[src/rtl/core/tvbe_pkg.sv]
// tvbe_pkg: shared types, constants and register map for the tea-variant encryptor
// used by tvbe_mix_unit and tea_variant_block_encrypt
// no dependencies
package tvbe_pkg;

  // cipher constants
  localparam int unsigned ROUNDS_PER_PASS = 24;
  localparam logic [31:0] ROUND_CONST     = 32'h1337_9999;
  localparam int unsigned SHIFT_RIGHT     = 6;
  localparam int unsigned SHIFT_LEFT      = 3;

  // round counter width, at least one bit
  localparam int unsigned RND_W = (ROUNDS_PER_PASS > 1) ? $clog2(ROUNDS_PER_PASS) : 1;
  localparam logic [RND_W-1:0] RND_LAST = RND_W'(ROUNDS_PER_PASS - 1);

  // configuration register map (word index)
  localparam int unsigned ADDR_W  = 5;
  localparam int unsigned REG_IDX_W = 3;
  localparam logic [REG_IDX_W-1:0] REG_KEY0 = 3'd0;
  localparam logic [REG_IDX_W-1:0] REG_KEY1 = 3'd1;
  localparam logic [REG_IDX_W-1:0] REG_KEY2 = 3'd2;
  localparam logic [REG_IDX_W-1:0] REG_KEY3 = 3'd3;
  localparam logic [REG_IDX_W-1:0] REG_PASS = 3'd4;

  // reset values of the registers
  localparam logic [31:0] KEY0_RST = 32'hFEDC_BABC;
  localparam logic [31:0] KEY1_RST = 32'hCAFE_BABE;
  localparam logic [31:0] KEY2_RST = 32'h1337_9999;
  localparam logic [31:0] KEY3_RST = 32'h4D3C_2B1A;
  localparam logic [7:0]  PASS_RST = 8'd24;

  // payload types
  typedef struct packed {
    logic [31:0] plain_high;
    logic [31:0] plain_low;
  } in_data_t;

  typedef struct packed {
    logic [31:0] cipher_high;
    logic [31:0] cipher_low;
  } out_data_t;

  // operands of one half round
  typedef struct packed {
    logic [31:0] word;
    logic [31:0] acc;
    logic [31:0] key_a;
    logic [31:0] key_b;
    logic [31:0] base;
  } mix_req_t;

  // sequencer states
  typedef enum logic [1:0] {
    ST_IDLE,
    ST_RUN,
    ST_FINISH
  } state_t;

endpackage

[src/rtl/core/tvbe_mix_unit.sv]
// tvbe_mix_unit: shared half-round unit, base + mix(word, acc, key_a, key_b)
// depends on tvbe_pkg
module tvbe_mix_unit
  import tvbe_pkg::*;
(
  input  mix_req_t    req,
  output logic [31:0] result
);

  logic [31:0] term_shr;
  logic [31:0] term_acc;
  logic [31:0] term_shl;

  // three parallel adds, xor, then accumulate into the base word
  always_comb begin
    term_shr = (req.word >> SHIFT_RIGHT) + req.key_a;
    term_acc = req.word + req.acc;
    term_shl = (req.word << SHIFT_LEFT) + req.key_b;
    result   = req.base + (term_shr ^ term_acc ^ term_shl);
  end

endmodule

[src/rtl/core/tea_variant_block_encrypt.sv]
// tea_variant_block_encrypt: top level of the tea-variant block encryptor
// depends on tvbe_pkg and tvbe_mix_unit
//
// Encrypts one 64-bit block per transaction with a modified TEA round (shifts 6
// and 3, delta 0x13379999, 24 rounds per pass), repeated pass_count times with
// the round sum restarting at zero each pass. A single mix unit does one half
// round per cycle, two half rounds per round; the finished block then moves to
// the output register once that register is free or being taken (straight
// from idle when pass_count is zero). in_ready is low while a block is in the
// engine; the finished block waits in an output register, so the next block can
// be taken while the previous result is still pending. Keys and pass_count are
// to be written via the APB-style port only while idle; this is not enforced.
module tea_variant_block_encrypt
  import tvbe_pkg::*;
(
  input  logic              clk,
  input  logic              rst_n,
  // input channel
  input  logic              in_valid,
  output logic              in_ready,
  input  in_data_t          in_data,
  // result channel
  output logic              out_valid,
  input  logic              out_ready,
  output out_data_t         out_data,
  // configuration port
  input  logic              psel,
  input  logic              penable,
  input  logic              pwrite,
  input  logic [ADDR_W-1:0] paddr,
  input  logic [31:0]       pwdata,
  output logic [31:0]       prdata,
  output logic              pready
);

  // configuration registers
  logic [31:0] key0_r, key1_r, key2_r, key3_r;
  logic [7:0]  pass_count_r;
  logic [REG_IDX_W-1:0] reg_idx;
  logic        cfg_wr;

  // sequencer and datapath
  state_t      state_r, state_nxt;
  logic [31:0] lo_r, lo_nxt;
  logic [31:0] hi_r, hi_nxt;
  logic [31:0] acc_r, acc_nxt;
  logic [RND_W-1:0] round_r, round_nxt;
  logic        phase_r, phase_nxt;
  logic [7:0]  pass_left_r, pass_left_nxt;
  logic        out_valid_r, out_valid_nxt;
  out_data_t   out_data_r, out_data_nxt;

  logic        in_fire;
  logic        out_fire;
  logic        round_end;
  logic        last_step;
  logic        load_out;
  mix_req_t    mix_req;
  logic [31:0] mix_result;

  // apb decode
  assign pready  = 1'b1;
  assign reg_idx = paddr[ADDR_W-1:2];
  assign cfg_wr  = psel && penable && pwrite;

  always_ff @(posedge clk) begin
    if (!rst_n) begin
      key0_r       <= KEY0_RST;
      key1_r       <= KEY1_RST;
      key2_r       <= KEY2_RST;
      key3_r       <= KEY3_RST;
      pass_count_r <= PASS_RST;
    end else if (cfg_wr) begin
      case (reg_idx)
        REG_KEY0: key0_r       <= pwdata;
        REG_KEY1: key1_r       <= pwdata;
        REG_KEY2: key2_r       <= pwdata;
        REG_KEY3: key3_r       <= pwdata;
        REG_PASS: pass_count_r <= pwdata[7:0];
        default:  ;
      endcase
    end
  end

  // register readback
  always_comb begin
    case (reg_idx)
      REG_KEY0: prdata = key0_r;
      REG_KEY1: prdata = key1_r;
      REG_KEY2: prdata = key2_r;
      REG_KEY3: prdata = key3_r;
      REG_PASS: prdata = {24'd0, pass_count_r};
      default:  prdata = '0;
    endcase
  end

  // handshakes
  assign in_ready  = (state_r == ST_IDLE);
  assign in_fire   = in_valid && in_ready;
  assign out_valid = out_valid_r;
  assign out_data  = out_data_r;
  assign out_fire  = out_valid_r && out_ready;

  assign round_end = phase_r && (round_r == RND_LAST);
  assign last_step = round_end && (pass_left_r == 8'd1);
  assign load_out  = (state_r == ST_FINISH) && (!out_valid_r || out_ready);

  // shared half-round unit: phase 0 updates lo from hi, phase 1 updates hi from lo
  always_comb begin
    mix_req.acc = acc_r;
    if (!phase_r) begin
      mix_req.word  = hi_r;
      mix_req.key_a = key0_r;
      mix_req.key_b = key1_r;
      mix_req.base  = lo_r;
    end else begin
      mix_req.word  = lo_r;
      mix_req.key_a = key2_r;
      mix_req.key_b = key3_r;
      mix_req.base  = hi_r;
    end
  end

  tvbe_mix_unit u_mix (
    .req    (mix_req),
    .result (mix_result)
  );

  // next state
  always_comb begin
    state_nxt = state_r;
    case (state_r)
      ST_IDLE: begin
        if (in_fire) begin
          state_nxt = (pass_count_r == 8'd0) ? ST_FINISH : ST_RUN;
        end
      end
      ST_RUN: begin
        if (last_step) begin
          state_nxt = ST_FINISH;
        end
      end
      ST_FINISH: begin
        if (load_out) begin
          state_nxt = ST_IDLE;
        end
      end
      default: state_nxt = ST_IDLE;
    endcase
  end

  // datapath and output updates
  always_comb begin
    lo_nxt        = lo_r;
    hi_nxt        = hi_r;
    acc_nxt       = acc_r;
    round_nxt     = round_r;
    phase_nxt     = phase_r;
    pass_left_nxt = pass_left_r;
    out_data_nxt  = out_data_r;
    out_valid_nxt = out_valid_r && !out_fire;
    case (state_r)
      ST_IDLE: begin
        if (in_fire) begin
          lo_nxt        = in_data.plain_low;
          hi_nxt        = in_data.plain_high;
          acc_nxt       = ROUND_CONST;
          round_nxt     = '0;
          phase_nxt     = 1'b0;
          pass_left_nxt = pass_count_r;
        end
      end
      ST_RUN: begin
        if (!phase_r) begin
          lo_nxt = mix_result;
        end else begin
          hi_nxt = mix_result;
        end
        phase_nxt = !phase_r;
        if (phase_r) begin
          if (round_end) begin
            round_nxt     = '0;
            acc_nxt       = ROUND_CONST;
            pass_left_nxt = pass_left_r - 8'd1;
          end else begin
            round_nxt = round_r + RND_W'(1);
            acc_nxt   = acc_r + ROUND_CONST;
          end
        end
      end
      ST_FINISH: begin
        if (load_out) begin
          out_data_nxt.cipher_low  = lo_r;
          out_data_nxt.cipher_high = hi_r;
          out_valid_nxt            = 1'b1;
        end
      end
      default: ;
    endcase
  end

  // registers
  always_ff @(posedge clk) begin
    if (!rst_n) begin
      state_r     <= ST_IDLE;
      out_valid_r <= 1'b0;
      round_r     <= '0;
      phase_r     <= 1'b0;
      pass_left_r <= '0;
    end else begin
      state_r     <= state_nxt;
      out_valid_r <= out_valid_nxt;
      round_r     <= round_nxt;
      phase_r     <= phase_nxt;
      pass_left_r <= pass_left_nxt;
    end
  end

  always_ff @(posedge clk) begin
    lo_r       <= lo_nxt;
    hi_r       <= hi_nxt;
    acc_r      <= acc_nxt;
    out_data_r <= out_data_nxt;
  end

  // a running block always has at least one pass left
  a_pass_left_nonzero: assert property (@(posedge clk) disable iff (!rst_n)
    (state_r == ST_RUN) |-> (pass_left_r != 8'd0))
    else $error("engine running with no pass left");

  // the last half round of the last pass hands off to the output stage
  a_last_to_finish: assert property (@(posedge clk) disable iff (!rst_n)
    ((state_r == ST_RUN) && last_step) |=> (state_r == ST_FINISH))
    else $error("last round did not end the block");

  // an accepted transaction keeps the engine busy on the next cycle
  a_busy_after_accept: assert property (@(posedge clk) disable iff (!rst_n)
    in_fire |=> !in_ready)
    else $error("engine ready right after accepting a block");

  // a pending result is never overwritten before it is taken
  a_no_overwrite: assert property (@(posedge clk) disable iff (!rst_n)
    (out_valid_r && !out_ready) |=> $stable(out_data_r))
    else $error("pending result overwritten");

endmodule

[config.mk]
export PLATFORM = sky130hd
export DESIGN_NAME = tea_variant_block_encrypt
export DESIGN_NICKNAME = d
export VERILOG_FILES = /design/src/rtl/core/tvbe_pkg.sv /design/src/rtl/core/tvbe_mix_unit.sv /design/src/rtl/core/tea_variant_block_encrypt.sv
export SDC_FILE = /design/constraint.sdc
export NUM_CORES = 1
export LEC_CHECK = 0
export BUFFER_PORTS_ARGS = -buffer_cell sky130_fd_sc_hd__buf_2
export CAP_MARGIN = 20
export CORE_MARGIN = 1.5
export CORE_UTILIZATION = 35
export DETAILED_ROUTE_END_ITERATION = 8
export GPL_TIMING_DRIVEN = 0
export SLEW_MARGIN = 40
export SYNTH_ARGS = -nofsm -noshare
export SYNTH_HDL_FRONTEND = slang
export SYNTH_SLANG_ARGS = --single-unit
[constraint.sdc]
create_clock -name clk -period 20.7 [get_ports clk]
set_input_delay 1.035 -clock clk [delete_from_list [all_inputs] [get_ports clk]]
set_output_delay 1.035 -clock clk [all_outputs]
set_load 0.01 [all_outputs]
=== Yosys cells after proc, flatten, opt, wreduce, memory -nomap -nowiden ===
Cells that the tools add are included.

* Flip-flop bits (word level): 313
* Bits of input ports: 108

* Add/subtract/negate cells: 7
* Equal/unequal tests: 14
* Multiplexer cells: 30
* Bitwise gates (word level): 2
* Reduce and logical (&&, ||, !) cells: 27

{| class="wikitable"
|+ Operators with widths
! cell !! count
|-
| $mux W32 || 8
|-
| $pmux W32 S2 || 3
|-
| $pmux W32 S5 || 1
|-
| $add A32 B32 Y32 || 3
|-
| $mux W96 || 1
|-
| $xor A32 B32 Y32 || 2
|-
| $add A26 B32 Y32 || 1
|-
| $add A32 B29 Y32 const B || 1
|-
| $mux W8 || 3
|-
| $pmux W8 S2 || 1
|-
| $mux W5 || 3
|-
| $reduce_and A2 Y1 || 7
|-
| $ne A2 B2 Y1 const B || 5
|-
| $pmux W5 S2 || 1
|-
| $reduce_and A3 Y1 || 3
|-
| $eq A8 B1 Y1 const B || 1
|-
| $logic_and A1 B1 Y1 || 8
|-
| $logic_not A8 Y1 || 1
|-
| $mux W2 || 4
|-
| $sub A8 B1 Y8 const B || 1
|-
| $eq A3 B2 Y1 const B || 2
|-
| $pmux W2 S3 || 1
|-
| $add A5 B1 Y5 const B || 1
|-
| $eq A5 B5 Y1 const B || 1
|-
| other kinds (13) || 17
|}

=== Longest topological paths before layout ===
Gate-level depths: netlist of the first run.

* Depth in word-level cells: 7
* Gate-level depth with buffers: 29

=== Modules after synthesis ===
A second synthesis of the first run with hierarchy kept.

* Cell total of the unflattened synthesis: 2224
* Area total of the unflattened synthesis: 20757.4 um^2

{| class="wikitable"
|+ By module, submodules not included
! module !! instances !! cells an instance !! area an instance (um^2) !! seq. area each (um^2)
|-
| tea_variant_block_encrypt || 1 || 1435 || 14675.3 || 7867.5
|-
| tvbe_mix_unit || 1 || 789 || 6082.1 || 0.0
|}

=== Least setup slack after synthesis of the first run ===
No wires, ideal clock.

* Kind: register -> register
* From: register phase_r
* To: register hi_r[27], data pin
* Library setup time: 260 ps
* Arrival time: 6353 ps
* Required time: 20440 ps
* Path slack: 14087 ps
* Cell stages (with the launch flop): 27
* Path buffers: 4
* Period minus slack after synthesis: 6613 ps
* Cells stage by stage: dfxtp_1 > clkbuf_1 > buf_1 > clkbuf_1 > clkbuf_1 > mux2_2 > ha_1 > a21oi_1 > nand2_1 > a41oi_1 > o211ai_1 > a2111oi_0 > o41ai_1 > a21o_1 > a21oi_1 > xnor2_1 > xnor2_1 > ha_1 > nand4_1 > nor2_1 > a211oi_1 > o21ai_0 > a21o_1 > a221oi_1 > o21ai_0 > xor2_1 > mux2_2

* Longest elaborated chain between the ends: 7
* Elaborated cells between the ends (all ways): 10
* Those cells by class: add/sub: 4; mux: 4; bitwise: 2

{| class="wikitable"
|+ Ends and longest elaborated chain
! what !! RTL line !! RTL
|-
| start, declared || tea_variant_block_encrypt.sv:48 || <nowiki>logic phase_r, phase_nxt;</nowiki>
|-
| start signal, assigned || tea_variant_block_encrypt.sv:214 || <nowiki>phase_r <= phase_nxt;</nowiki>
|-
| $mux W32 or $mux W96 (tied branches) || tea_variant_block_encrypt.sv:111 || <nowiki>if (!phase_r) begin</nowiki>
|-
| $add A26 B32 Y32 or $add A32 B32 Y32 (tied branches) || tvbe_mix_unit.sv:16, tvbe_mix_unit.sv:17 ||
|-
| $xor A32 B32 Y32 (2 in a row) || tvbe_mix_unit.sv:19 || <nowiki>result = req.base + (term_shr ^ term_acc ^ term_shl);</nowiki>
|-
| $add A32 B32 Y32 (*) || tvbe_mix_unit.sv:19 ||
|-
| $mux W32 (*) || tea_variant_block_encrypt.sv:174 || <nowiki>if (!phase_r) begin</nowiki>
|-
| $pmux W32 S2 (*) || tea_variant_block_encrypt.sv:162 || <nowiki>case (state_r)</nowiki>
|-
| net hi_nxt[27] || tea_variant_block_encrypt.sv:45 || <nowiki>logic [31:0] hi_r, hi_nxt;</nowiki>
|-
| end signal, assigned || tea_variant_block_encrypt.sv:221 || <nowiki>hi_r <= hi_nxt;</nowiki>
|-
| end, declared || tea_variant_block_encrypt.sv:45 ||
|}

The timed path passes the listed nets; every way through them passes the cells marked *. The select of a mux whose other input is x is not followed.
A chain may end at the register's enable or synchronous reset.

=== Worst setup path in the final report of the first run ===
* From: register phase_r
* To: register lo_r[27], data pin

* Longest elaborated chain between the ends: 7
* Elaborated cells between the ends (all ways): 10
* Those cells by class: add/sub: 4; mux: 4; bitwise: 2

{| class="wikitable"
|+ Ends and longest elaborated chain
! what !! RTL line !! RTL
|-
| $mux W32 or $mux W96 (tied branches) || tea_variant_block_encrypt.sv:111 ||
|-
| $add A26 B32 Y32 or $add A32 B32 Y32 (tied branches) || tvbe_mix_unit.sv:16, tvbe_mix_unit.sv:17 ||
|-
| $xor A32 B32 Y32 (2 in a row) || tvbe_mix_unit.sv:19 ||
|-
| $add A32 B32 Y32 (*) || tvbe_mix_unit.sv:19 ||
|-
| $mux W32 (*) || tea_variant_block_encrypt.sv:174 ||
|-
| $pmux W32 S2 (*) || tea_variant_block_encrypt.sv:162 ||
|-
| net lo_nxt[27] || tea_variant_block_encrypt.sv:44 || <nowiki>logic [31:0] lo_r, lo_nxt;</nowiki>
|-
| end signal, assigned || tea_variant_block_encrypt.sv:220 || <nowiki>lo_r <= lo_nxt;</nowiki>
|-
| end, declared || tea_variant_block_encrypt.sv:44 ||
|}

Marked as above.

==> flow_metrics.py, run 1 <==
metrics = {
    "detailed_routing": {
        "wl_per_cell_um": 23.2,
        "vias": 18358,
        "wl_mm": 76.7,
        "vias_per_cell": 5.55,
        "drc": 0,
        "postRouteAntennaNets": 0,
        "drt_pass1_iterations": 5,
        "drt_iter0_drc": 1687,
    },
    "global_route": {
        "grt_pass1_vias": 17692,
        "grt_pass1_wl_mm": 112,
        "grt_max_degree": 22,
        "gr-usage-all-layers_pct": 24.8,
        "antenna_found_initial": 2,
        "overflow": 0,
    },
    "sta": {
        "grt_setup_unrepaired": "no",
        "slew_headroom_pct": 37.6,
        "report.final.slew_viol_count": 0,
        "period_share_pct": 43.5,
        "skew_ns": 0.0265,
        "report.final.hold_viol_count": 0,
        "setup_tns_ns": 0,
        "fmax_mhz": 111,
        "worst_slew_pin_slew_ns": 0.936,
        "finalCriticalPeriod_ns": 9.01,
        "setup_violations": 0,
    },
    "yosys": {
        "synth_top_area_share_pct": 23.2,
        "seq_area_frac_synth_pct": 37.9,
        "netlist-cell-type-count": 65,
        "synth_area_leaders": "edfxtp_1 23%, dfxtp_1 15%, nand2_1 8.0%",
        "netlist_area_um2": 20700,
        "syn_area_per_cell_um2": 9.21,
        "synthFlopType": "edfxtp_1",
        "syn_inst": 2253,
        "synth_area_leader_cell": "edfxtp_1",
        "ys_seq_elements": 313,
        "ys_warn_count": 0,
        "ys_async_sr_fraction_pct": 0,
        "synth-edff-count": 160,
        "syn-num-nets": 2490,
    },
    "clocking": {
        "ctsResizeCount": 0,
        "clock_path_buffers": 3,
        "clockRootBuffer": "clkbuf_16",
        "htreeDepth": 2,
        "insertion_delay_ns": 0.58,
        "clkSinkCount": 313,
        "ctsHoldBuffers": 0,
        "cts_tree": "built",
        "clkSlewWorstSetupHoldPaths_ns": 0.06,
        "cts_inserted_buffers": 37,
        "cts_setup_buffers": 0,
    },
    "worst_setup_path": {
        "crit_path_start_kind": "flop",
        "cp.arrival_ns": 9.31,
        "worstSetupEndpointType": "flop",
        "critPathRequiredTime_ns": 21.01,
        "rr_endpoint": "lo_r[27]",
        "r2r-start": "phase_r",
        "path_max_fanout": 10,
        "cp_slowest_cell": "buf_2",
        "regToRegSetupSlack_ns": 11.69,
        "crit_type": "flop to flop",
        "startpoint": "phase_r",
        "reg2reg_depth": 26,
        "cpMostUsedCell": "xnor2_1",
        "critPathMaxStageDelay_ns": 0.61,
    },
    "floorplanning": {
        "dieArea_um2": 60800,
        "die_width_um": 246,
        "ios": 207,
        "core-area_um2": 58800,
        "start_util_pct": 35.3,
        "dieHeight_um": 246,
        "rows": 89,
    },
    "outcome": {
        "run_status": "finished clean",
    },
    "final_layout": {
        "multi_input_comb_area_um2": 12400,
        "regArea_um2": 7870,
        "final_nets": 2745,
        "final-instance-count-excl-fill": 3310,
        "syn2layout_area_growth_pct": 16.9,
        "drive_gt1_share_pct": 18.0,
        "n_fill_cell": 5854,
    },
    "worst_hold_path": {
        "worstHoldPathCells": 0,
        "whs_endpoint": "out_data[3]",
        "hold_path_class": "flop to flop",
        "hp-start": "lo_r[3]",
    },
    "flow_run": {
        "maxCapViolCount": 0,
    },
    "placement": {
        "routabilityCongestion": 0.943,
        "portBuffers": 201,
        "hpwl_mm": 59.8,
        "place_inst": 3242,
    },
}
==> registers in the layout (all words and copies together), names as in the netlist, 8 cells and up <==
name          flops
acc_r            32
hi_r             32
key0_r           32
key1_r           32
key2_r           32
key3_r           32
lo_r             32
out_data         64
pass_count_r      8
pass_left_r       8
==> cells in the final DEF (no fill, tap or decap), types with 51 or more instances in the layout <==
cell type	synthesis	final
edfxtp_1	160	160
xnor2_1	150	150
ha_1	125	125
nor2b_1	52	51
nand3_1	113	113
a21oi_1	118	116
nand2_1	445	445
a21boi_0	59	59
mux2_2	125	125
a21o_1	56	56
clkbuf_1	88	90
o21ai_0	77	77
dfxtp_1	153	153
buf_2	0	206
nor2_1	115	115
xor2_1	51	51
==> critical path, delay by kind of cell (launching register included) <==
family                     cells  cell delay, ns
DFF                            1            0.47
xor gates and xnor gates       4            0.76
adders and majority gates      2            0.69
buffers and inverters          5            2.31
and+or+nand+nor                3            0.50
muxes                          2            0.86
AOI/OAI and AO/OA             10            3.12
==> layer usage <==
| metal | share of wire (%) | global-route usage (%) | vias to the layer above |
|---|---|---|---|
| met1 | 41 | 31.5 | 8916 |
| li1 | - | - | 8590 |
| met5 | 0.018 | 0 | - |
| met4 | 4.3 | 10.6 | 2 |
| met2 | 48 | 41.6 | 696 |
| met3 | 6.6 | 4.03 | 154 |
==> Yosys cell counts (10+ instances only) <==
cell	count
nand2_1	445
edfxtp_1	160
dfxtp_1	153
xnor2_1	150
ha_1	125
mux2_2	125
a21oi_1	118
nor2_1	115
nand3_1	113
clkbuf_1	88
o21ai_0	77
a21boi_0	59
a21o_1	56
nor2b_1	52
xor2_1	51
inv_1	30
nand2b_1	28
nor3_1	25
mux4_2	24
mux2i_1	23
a211oi_1	18
a22oi_1	18
o21a_1	16
a31oi_1	13
o211ai_1	13
nand4_1	12
and2_1	11
buf_1	10
o22ai_1	10
==> worst max-delay path by stage <==
stage | end | slack, ns | cells after the start
global route | lo_r[27] | 11.22 | 26
finish | lo_r[27] | 11.69 | 26
global placement | lo_r[31] | 10.76 | 26
detailed placement | lo_r[27] | 11.49 | 26
CTS | lo_r[27] | 11.45 | 26
floorplan | hi_r[27] | 14.09 | 26
==> cells by family after synthesis <==
group,share of synthesized area [%]
DFF,37.9
and+or+nand+nor,18.1
AOI/OAI and AO/OA,14.4
buffers and inverters,2.38
adders and majority gates,7.92
muxes,10.5
other,0.0181
xor gates and xnor gates,8.70
==> per-stage QoR <==
step / hold slack [ns] / util [%] / worst slack, ns / cell area (um2)
after floorplan: 0.440 / - / 14.09 / 20700
after global placement: 0.447 / 38.6 / 10.76 / 22700
after detailed placement: 0.455 / 39.1 / 11.49 / 23000
after CTS: 0.470 / 41.2 / 11.45 / 24200
after global routing: 0.483 / 41.2 / 11.22 / 24200
final: 0.468 / 41.2 / 11.69 / 24200
==> area by class of cell <==
class,instances,share of cell area [%]
Antenna cell,1,0.0103
Buffer,100,1.64
Clock buffer,54,4.42
Clock inverter,13,0.609
Inverter,30,0.464
Multi-Input combinational cell,1810,51.3
Sequential cell,313,32.4
Tap cell,773,3.99
Timing Repair Buffer,216,5.11
Power of run 1 is left out: the tool's default activity adds up to more than one toggle a clock period on the data nets, which glitch-free logic cannot reach.
==> inputs of run 2 (changes only) <==
--- a/config.mk
+++ b/config.mk
@@ -5,6 +5,7 @@
 export SDC_FILE = /design/constraint.sdc
 export NUM_CORES = 1
 export LEC_CHECK = 0
+export ABC_AREA = 1
 export BUFFER_PORTS_ARGS = -buffer_cell sky130_fd_sc_hd__buf_2
 export CAP_MARGIN = 20
 export CORE_MARGIN = 1.5
==> constraint.sdc (replaced) <==
create_clock -name clk -period 7.25 [get_ports clk]
set_input_delay 0.3625 -clock clk [delete_from_list [all_inputs] [get_ports clk]]
set_output_delay 0.3625 -clock clk [all_outputs]
set_load 0.01 [all_outputs]
==> flow_metrics.py, run 2 <==
metrics = {
    "yosys": {
        "synth_top_area_share_pct": 22.0,
        "yosys-top-cells-count": "826 x nand2_1, 307 x inv_1, 303 x o21ai_0",
        "synth.area.mux_share_pct": 0.0458,
        "seq_area_frac_synth_pct": 36.0,
        "ys_seq_elements": 313,
        "synth-edff-count": 160,
        "synthSimpleGateAreaFrac_pct": 24.9,
        "syn_inst": 3026,
        "synthFlopType": "edfxtp_1",
        "netlist-cell-type-count": 61,
        "ys_async_sr_fraction_pct": 0,
        "synth_area_leader_cell": "edfxtp_1",
        "syn_area_per_cell_um2": 7.22,
        "netlist_area_um2": 21800,
        "synth_fa_ha_area_share_pct": 7.53,
        "ys_warn_count": 0,
        "synthXorXnorAreaFrac_pct": 5.25,
        "synth_top_family_by_area": "simple AND/OR/NAND/NOR gates",
        "synth_most_common_cell": "nand2_1",
        "synth_compound_area_share_pct": 18.8,
        "syn-num-nets": 3263,
        "synth_area_leaders": "edfxtp_1 22%, nand2_1 14%, dfxtp_1 14%",
    },
    "worst_setup_path": {
        "cpMostUsedCell": "nand2_1",
        "cp_num_buf_inv": 6,
        "critPathRequiredTime_ns": 7.54,
        "cp_slowest_cell": "clkbuf_1",
        "critPathTopFamily": "compound AO/OA/AOI/OAI gates",
        "crit_type": "flop to flop",
        "path_max_fanout": 11,
        "crit_cells": 32,
        "cp.arrival_ns": 7.36,
        "worstSetupEndpointType": "flop",
        "critPathMaxStageDelay_ns": 0.64,
        "reg2reg_depth": 32,
        "crit_path_start_kind": "flop",
    },
    "final_layout": {
        "syn2layout_area_growth_pct": 15.3,
        "n_fill_cell": 6541,
        "layout_commonest_cell": "nand2_1",
        "regArea_um2": 7870,
        "multi_input_comb_area_um2": 12400,
        "drive_gt1_share_pct": 11.2,
        "largest_register_ffs": 64,
        "final_area_um2": 25200,
        "final_nets": 3513,
        "most-common-layout-cells": "825 x nand2_1, 307 x inv_1, 282 x o21ai_0, 258 x nor2_1, 218 x a21oi_1",
    },
    "floorplanning": {
        "ios": 207,
        "dieHeight_um": 253,
        "core-area_um2": 61700,
        "dieArea_um2": 63900,
        "rows": 91,
        "die_width_um": 253,
        "start_util_pct": 35.4,
    },
    "detailed_routing": {
        "dr.max_layer_used": "met4",
        "wl_met3_mm": 5.86,
        "postRouteAntennaNets": 0,
        "wl_met2_mm": 38.4,
        "met1_length_mm": 35.4,
        "wl_per_cell_um": 20.1,
        "wl_mm": 83.2,
        "vias": 21950,
        "vias_per_cell": 5.31,
        "drt_iter0_drc": 2151,
        "drt_pass1_iterations": 8,
        "drc": 0,
    },
    "sta": {
        "period_share_pct": 97.5,
        "report.final.slew_viol_count": 0,
        "grt_setup_unrepaired": "no",
        "slew_headroom_pct": 42.7,
        "report.final.hold_viol_count": 0,
        "worst_slew_pin_slew_ns": 0.853,
        "finalCriticalPeriod_ns": 7.07,
        "skew_ns": 0.0221,
        "setup_violations": 0,
        "setup_tns_ns": 0,
        "fmax_mhz": 141,
    },
    "placement": {
        "routabilityCongestion": 1.02,
        "portBuffers": 202,
        "hpwl_mm": 67.1,
        "placed_area_um2": 24100,
    },
    "clocking": {
        "cts_tree": "built",
        "cts_inserted_buffers": 37,
        "clkSinkCount": 313,
        "htreeDepth": 2,
        "clkSlewWorstSetupHoldPaths_ns": 0.06,
        "clock_path_buffers": 3,
        "clockRootBuffer": "clkbuf_16",
        "insertion_delay_ns": 0.56,
    },
    "global_route": {
        "gr-usage-all-layers_pct": 25.4,
        "antenna_found_initial": 0,
        "grt_max_degree": 32,
        "grt_pass1_vias": 19958,
        "grt_pass1_wl_mm": 122,
        "overflow": 0,
    },
    "flow_run": {
        "maxCapViolCount": 0,
    },
    "worst_hold_path": {
        "hold_path_class": "primary input to flop",
        "worstHoldPathCells": 3,
    },
    "outcome": {
        "run_status": "finished clean",
    },
}
## run 2: layout make-up
| cell class | count | area share (%) |
|---|---|---|
| multi-input cells | 2297 | 49.1 |
| flip-flops and latches | 313 | 31.2 |
| inverters | 319 | 4.77 |
| repair buffers | 211 | 4.62 |
| well taps | 837 | 4.16 |
| clock buffers | 44 | 3.82 |
| plain buffers | 97 | 1.69 |
| clock inverters | 17 | 0.552 |
| diodes | 1 | 0.00994 |
## run 2: worst register-to-register path, delay by kind of cell (launching register included)
kind                     cells  cell delay [ns]
AO/OA/AOI/OAI                8             2.31
buffers and inverters        6             1.55
AND/OR/NAND/NOR             15             1.46
adder cells (fa/ha/maj)      3             1.11
flip-flops                   1             0.39
## run 2: worst paths after layout
path / startpoint / end / slack [ns]
worst max register to register: phase_r / lo_r[31] / 0.18
worst min register to register: lo_r[5] / out_data[5] / 0.45
worst max-delay path: phase_r / lo_r[31] / 0.18
worst min-delay path: in_data[33] / hi_r[1] / 0.07
## run 2: cells by family (layout without fill, tap and decap cells)
kind of cell / count (synthesis) / after routing
AOI/OAI and AO/OA: 715 / 715
xor gates and xnor gates: 130 / 130
adders and majority gates: 129 / 129
buffers and inverters: 416 / 688
DFF: 313 / 313
muxes: 1 / 1
other: 1 / 2
and+or+nand+nor: 1321 / 1321
## run 2: timing repair
action | 4_1_cts | 5_1_grt
gates resized for setup | 1 | 6
setup endpoints to repair | 1 | 13
hold buffers | 0 | 0
setup buffers | 0 | 0
## run 2: stage by stage
stage | hold slack, ns | instances | utilization [%] | worst slack (ns)
5_1_grt | 0.0726 | 4135 | 40.8 | 0.00130
3_5_place_dp | 0.432 | 4074 | 39.0 | 0.0310
4_1_cts | 0.0470 | 4135 | 40.8 | 0.102
3_3_place_gp | 0.432 | 4065 | 38.7 | -0.0594
2_1_floorplan | 0.426 | 3026 | - | 2.51
6_report | 0.0719 | 4136 | 40.8 | 0.179
## run 2: routing by layer
layer	vias to the layer above	global-route usage [%]
li1	10676	-
met1	10234	33.8
met2	876	41.1
met3	164	3.53
met4	0	10.8
met5	-	0
Power of run 2 is left out for the same reason.
